===== src/hw/rtl/s2x_pkg.sv =====
// ----------------------------------------------------------------------------
// Scale2x upscaler package
// Shared sizes, register indexes, beat types and the stage record.
// ----------------------------------------------------------------------------
`default_nettype none

package s2x_pkg;

  localparam int MAX_WIDTH  = 512;
  localparam int MAX_HEIGHT = 512;
  localparam int PIXEL_BITS = 32;

  localparam int COL_BITS  = $clog2(MAX_WIDTH);
  localparam int ROW_BITS  = $clog2(MAX_HEIGHT);
  localparam int SIZE_BITS = 10;
  localparam int CFG_IDX_BITS = 1;

  localparam logic [CFG_IDX_BITS-1:0] REG_LINE_WIDTH   = 1'b0;
  localparam logic [CFG_IDX_BITS-1:0] REG_FRAME_HEIGHT = 1'b1;

  localparam logic [SIZE_BITS-1:0] LINE_WIDTH_RST   = 10'd320;
  localparam logic [SIZE_BITS-1:0] FRAME_HEIGHT_RST = 10'd200;

  typedef logic [PIXEL_BITS-1:0] pix_t;

  typedef struct packed {
    logic [31:0] pixel;
    logic        frame_start;
  } in_item_t;

  typedef struct packed {
    logic [8:0]  block_x;
    logic [8:0]  block_y;
    logic [31:0] top_left;
    logic [31:0] top_right;
    logic [31:0] bottom_left;
    logic [31:0] bottom_right;
    logic        last_of_run;
    logic        end_of_frame;
  } out_item_t;

  typedef struct packed {
    logic [COL_BITS-1:0] col;
    logic [ROW_BITS-1:0] row;
    logic                last_col;
    logic                last_row;
  } pos_t;

  // Everything the block former needs for one source pixel.
  typedef struct packed {
    pos_t pos;
    pix_t pixel;
    pix_t up;
    pix_t m_prev;
    pix_t m_cur;
    pix_t m_next;
    pix_t win0;
    pix_t win1;
  } stage_t;

endpackage

`default_nettype wire


===== src/hw/rtl/s2x_pos.sv =====
// ----------------------------------------------------------------------------
// Scale2x position tracker
// Holds the size registers and the raster position of the next pixel.
// ----------------------------------------------------------------------------
`default_nettype none

module s2x_pos (
  input  wire logic                             clk_i,
  input  wire logic                             rst_ni,
  input  wire logic                             cfg_we_i,
  input  wire logic [s2x_pkg::CFG_IDX_BITS-1:0] cfg_index_i,
  input  wire logic [s2x_pkg::SIZE_BITS-1:0]    cfg_data_i,
  input  wire logic                             accept_i,
  input  wire logic                             frame_start_i,
  output s2x_pkg::pos_t                         pos_o
);

  localparam int SB = s2x_pkg::SIZE_BITS;

  logic [SB-1:0] lw_q, fh_q;
  logic [SB-1:0] width, height;
  logic [s2x_pkg::COL_BITS-1:0] col_q, col_d, col;
  logic [s2x_pkg::ROW_BITS-1:0] row_q, row_d, row;
  logic last_col, last_row;

  always_ff @(posedge clk_i or negedge rst_ni) begin
    if (!rst_ni) begin
      lw_q <= s2x_pkg::LINE_WIDTH_RST;
      fh_q <= s2x_pkg::FRAME_HEIGHT_RST;
    end else if (cfg_we_i) begin
      case (cfg_index_i)
        s2x_pkg::REG_LINE_WIDTH:   lw_q <= cfg_data_i;
        s2x_pkg::REG_FRAME_HEIGHT: fh_q <= cfg_data_i;
        default: ;
      endcase
    end
  end

  always_comb begin
    if (lw_q == '0) begin
      width = SB'(1);
    end else if (lw_q > SB'(s2x_pkg::MAX_WIDTH)) begin
      width = SB'(s2x_pkg::MAX_WIDTH);
    end else begin
      width = lw_q;
    end
    if (fh_q == '0) begin
      height = SB'(1);
    end else if (fh_q > SB'(s2x_pkg::MAX_HEIGHT)) begin
      height = SB'(s2x_pkg::MAX_HEIGHT);
    end else begin
      height = fh_q;
    end
  end

  assign col      = frame_start_i ? '0 : col_q;
  assign row      = frame_start_i ? '0 : row_q;
  assign last_col = ((SB+1)'(col) + (SB+1)'(1)) >= (SB+1)'(width);
  assign last_row = ((SB+1)'(row) + (SB+1)'(1)) >= (SB+1)'(height);

  always_comb begin
    col_d = col + 1'b1;
    row_d = row;
    if (last_col) begin
      col_d = '0;
      row_d = last_row ? '0 : row + 1'b1;
    end
  end

  always_ff @(posedge clk_i or negedge rst_ni) begin
    if (!rst_ni) begin
      col_q <= '0;
      row_q <= '0;
    end else if (accept_i) begin
      col_q <= col_d;
      row_q <= row_d;
    end
  end

  assign pos_o = '{col: col, row: row, last_col: last_col, last_row: last_row};

endmodule

`default_nettype wire


===== config.mk =====
export PLATFORM = sky130hd
export DESIGN_NAME = s2x_pos
export DESIGN_NICKNAME = d
export VERILOG_FILES = /design/src/hw/rtl/s2x_pkg.sv /design/src/hw/rtl/s2x_pos.sv
export SDC_FILE = /design/constraint.sdc
export NUM_CORES = 1
export LEC_CHECK = 0
export BUFFER_PORTS_ARGS = -buffer_cell sky130_fd_sc_hd__buf_2
export CAP_MARGIN = 20
export CORE_MARGIN = 2
export CORE_UTILIZATION = 57
export DETAILED_ROUTE_END_ITERATION = 16
export PLACE_DENSITY_LB_ADDON = 0.08
export RECOVER_POWER = 25
export SETUP_SLACK_MARGIN = 0.05
export SLEW_MARGIN = 5
export SYNTH_ARGS = -nofsm -noshare
export SYNTH_HDL_FRONTEND = slang
export SYNTH_SLANG_ARGS = --single-unit

===== constraint.sdc =====
create_clock -name clk_i -period 6.65 [get_ports clk_i]
set_input_delay 1.6625 -clock clk_i [delete_from_list [all_inputs] [get_ports clk_i]]
set_output_delay 1.6625 -clock clk_i [all_outputs]
set_load 0.01 [all_outputs]

==> results.sh <==
export IMPL_clock_latency_ns=0.29
export IMPL_leakage_nw=1.34
export IMPL_routedWlPerCell_um=15.2
export IMPL_yosys_area_top_type="dfrtp_1"
export IMPL_violations="capacitance limit, slew limit"
export IMPL_synth_edf_count=0
export IMPL_numCtsBuffers=5
export IMPL_postSynthAreaPerCell_sq_um=9.45
export IMPL_yosysMostFrequentCell="nand2_1"
export IMPL_slowest_stage="or2_1"
export IMPL_synth_top_cells_by_count="35 x nand2_1, 33 x dfrtp_1, 22 x ha_1"
export IMPL_grt_pass1_vias=1892
export IMPL_worstSetupEndpointType="primary output"
export IMPL_dp_hpwl_um=4190
export IMPL_cts_sinks=38
export IMPL_ys_flop_type="dfrtp_1"
export IMPL_placedInstanceArea_sq_mm=0.00273
export IMPL_core_region_area_sq_mm=0.00432
export IMPL_status="complete, but fails checks"
export IMPL_die_area_sq_mm=0.00498
export IMPL_crit_start="frame_start_i"
export IMPL_setup_slack_ns=0.432
export IMPL_hold_buffers=0
export IMPL_cp_max_fo=13
export IMPL_fin_crit_sh_pct=93.5
export IMPL_p_total_mw=0.560
export IMPL_area_delta_synth_final_pct=11.4
export IMPL_synth_area_leaders="dfrtp_1 33%, ha_1 11%, mux2_2 8.5%, dfstp_2 5.2%, nand2_1 5.2%"
export IMPL_drtPass1Iterations=4
export IMPL_hold_slack_ns=0.487
export IMPL_cts_setup_buffers=0
export IMPL_synth_fp_nets=305
export IMPL_row_count=24
export IMPL_netlist_cell_type_count=47
export IMPL_drive_above_1_share_pct=24.8
export IMPL_rsz0062_at_grt="no"
export IMPL_finClkSkew_ns=0.00848
export IMPL_die_h_um=70.5
export IMPL_synth_area_sq_mm=0.00252
export IMPL_final_cells=355
export IMPL_cts_max_level=2
export IMPL_worstPathRequired_ns=4.99
export IMPL_drc=0
export IMPL_io_pin_count=36
export IMPL_cap_violations=1
export IMPL_grt_pass1_wl_um=9080
export IMPL_dpl_worst_slack_ns=0.463
export IMPL_drt_iter0_drc=195
export IMPL_antenna_cells=0
export IMPL_grt_max_degree=39
export IMPL_slew_headroom_pct=-31.6
export IMPL_final_util_pct=65.0
export IMPL_async_flop_share_pct=100
export IMPL_nNetsFinal=340
export IMPL_cts_tree="yes"
export IMPL_critPathMaxStageDelay_ns=0.33
export IMPL_synthesis_instances=267
export IMPL_gp_congestion=0.869
export IMPL_timing_fmax_ghz=0.161
export IMPL_synth_top_area_share_pct=32.7
export IMPL_ir_drop_mv=0.169
export IMPL_ys_ff_latch=38
export IMPL_hold_viol_final=0
export IMPL_setup_viol=0
export IMPL_arrival_ns=4.56
export IMPL_min_period_ns=6.22
export IMPL_r2r_start="row_q[0]"
export IMPL_path_buf_inv=5
export IMPL_min_from="col_q[4]"
export IMPL_cp_top_family="simple AND/OR/NAND/NOR gates"
export IMPL_postLayoutCellArea_sq_mm=0.00281
export IMPL_power_density_mw_per_mm2=199
export IMPL_die_w_um=70.5
export IMPL_ys_warnings_count=0
export IMPL_routed_wl_um=5390
export IMPL_viasPerCell=5.72
export IMPL_setup_tns_ns=0
export IMPL_cts_root_buf="clkbuf_8"
export IMPL_crit_type="in -> out"
export IMPL_ys_seq_area_share_pct=37.9
export IMPL_cpMostUsedCell="nor2_1"
export IMPL_portBuffers=35
export IMPL_ant_nets=0
export IMPL_initial_utilization_pct=58.4
export IMPL_antenna_found_initial=0
export IMPL_post_cts_resize_count=0
export IMPL_grt_ovfl_total=0
export IMPL_min_path_type="reg -> reg"
export IMPL_maxSlewViolCount=39
export IMPL_grtUsageTotal_pct=23.2
export IMPL_cts_clk_slew_worst_paths_ns=0.08
export IMPL_critical_path_startpoint_type="primary input"
export IMPL_cts_buffer_depth=2
export IMPL_tightestPinTransition_ns=1.97
export IMPL_vias=2029
export IMPL_path_cells="buf_2 > nor2_1 > ha_1 > nand3_1 > or2_1 > nor2_1 > xnor2_1 > inv_1 > ha_1 > nand4_1 > a211oi_1 > a2111o_1 > nor2_1 > buf_4 > inv_1 > buf_2"
export IMPL_place_inst=347
where the power goes:
part           switching [mW]  internal (mW)  leakage, nW
registers              0.0197          0.258        0.477
clock network          0.0796         0.0742       0.0385
logic                  0.0711         0.0571        0.827
worst reg2reg max path: cells and delay by family (launching register included):
kind	cells	cell delay (ns)
flops	1	0.42
xor+xnor	1	0.16
simple gates	7	1.23
fa+ha+maj	2	0.60
compound gates	3	0.61
buf+inv	3	0.36
worst paths after layout:
kind	to	slack, ns	cells after the start
hold reg to reg	col_q[4]	0.49	1
setup / recovery	pos_o[0]	0.43	16
max in group asynchronous	row_q[7]	3.59	1
hold / removal	col_q[4]	0.49	1
setup reg to reg	row_q[8]	3.20	16
min in group asynchronous	col_q[6]	1.92	1
per-layer routing:
layer | vias up | wire (um) | global-route usage, %
met5 | - | 0 | 0
met4 | 0 | 63 | 5.66
met3 | 4 | 182 | 4.42
met2 | 38 | 2430 | 36.4
met1 | 971 | 2710 | 33.5
li1 | 1016 | - | -
layout by cell type, fill, tap and decap left out, types with 4 or more instances in the layout:
cell,instances
dfstp_2,5
a32oi_1,4
nor4_1,6
nor2_1,14
o21ai_0,10
mux2_2,19
o2bb2ai_1,6
and3_1,4
dfrtp_1,33
nor2b_1,15
xnor2_1,5
ha_1,22
buf_2,34
a21oi_1,10
nand2_1,35
nand3_1,11
inv_1,15
nor3_1,5
clkbuf_8,5
xor2_1,6
flip-flops by register name, indices dropped and copies added (netlist names):
signal,flops
col_q,9
fh_q,10
lw_q,10
row_q,9
cells by family after synthesis:
| kind of cell | Yosys count | share of synthesized area [%] |
|---|---|---|
| and+or+nand+nor | 101 | 20.0 |
| buffers and inverters | 28 | 5.11 |
| adders and majority gates | 22 | 10.9 |
| xor gates and xnor gates | 11 | 3.82 |
| AOI/OAI and AO/OA | 47 | 13.4 |
| muxes | 20 | 8.87 |
| DFF | 38 | 37.9 |
cell type report:
type	count	area, sq um
clock buffer	7	76.3
clock inverter	1	7.51
fill	385	1510
inverter	18	70.1
multi-input combinational	201	1440
sequential	38	957
tap	52	65.1
timing repair buffer	38	196
Power figures use the tool's default switching activity.
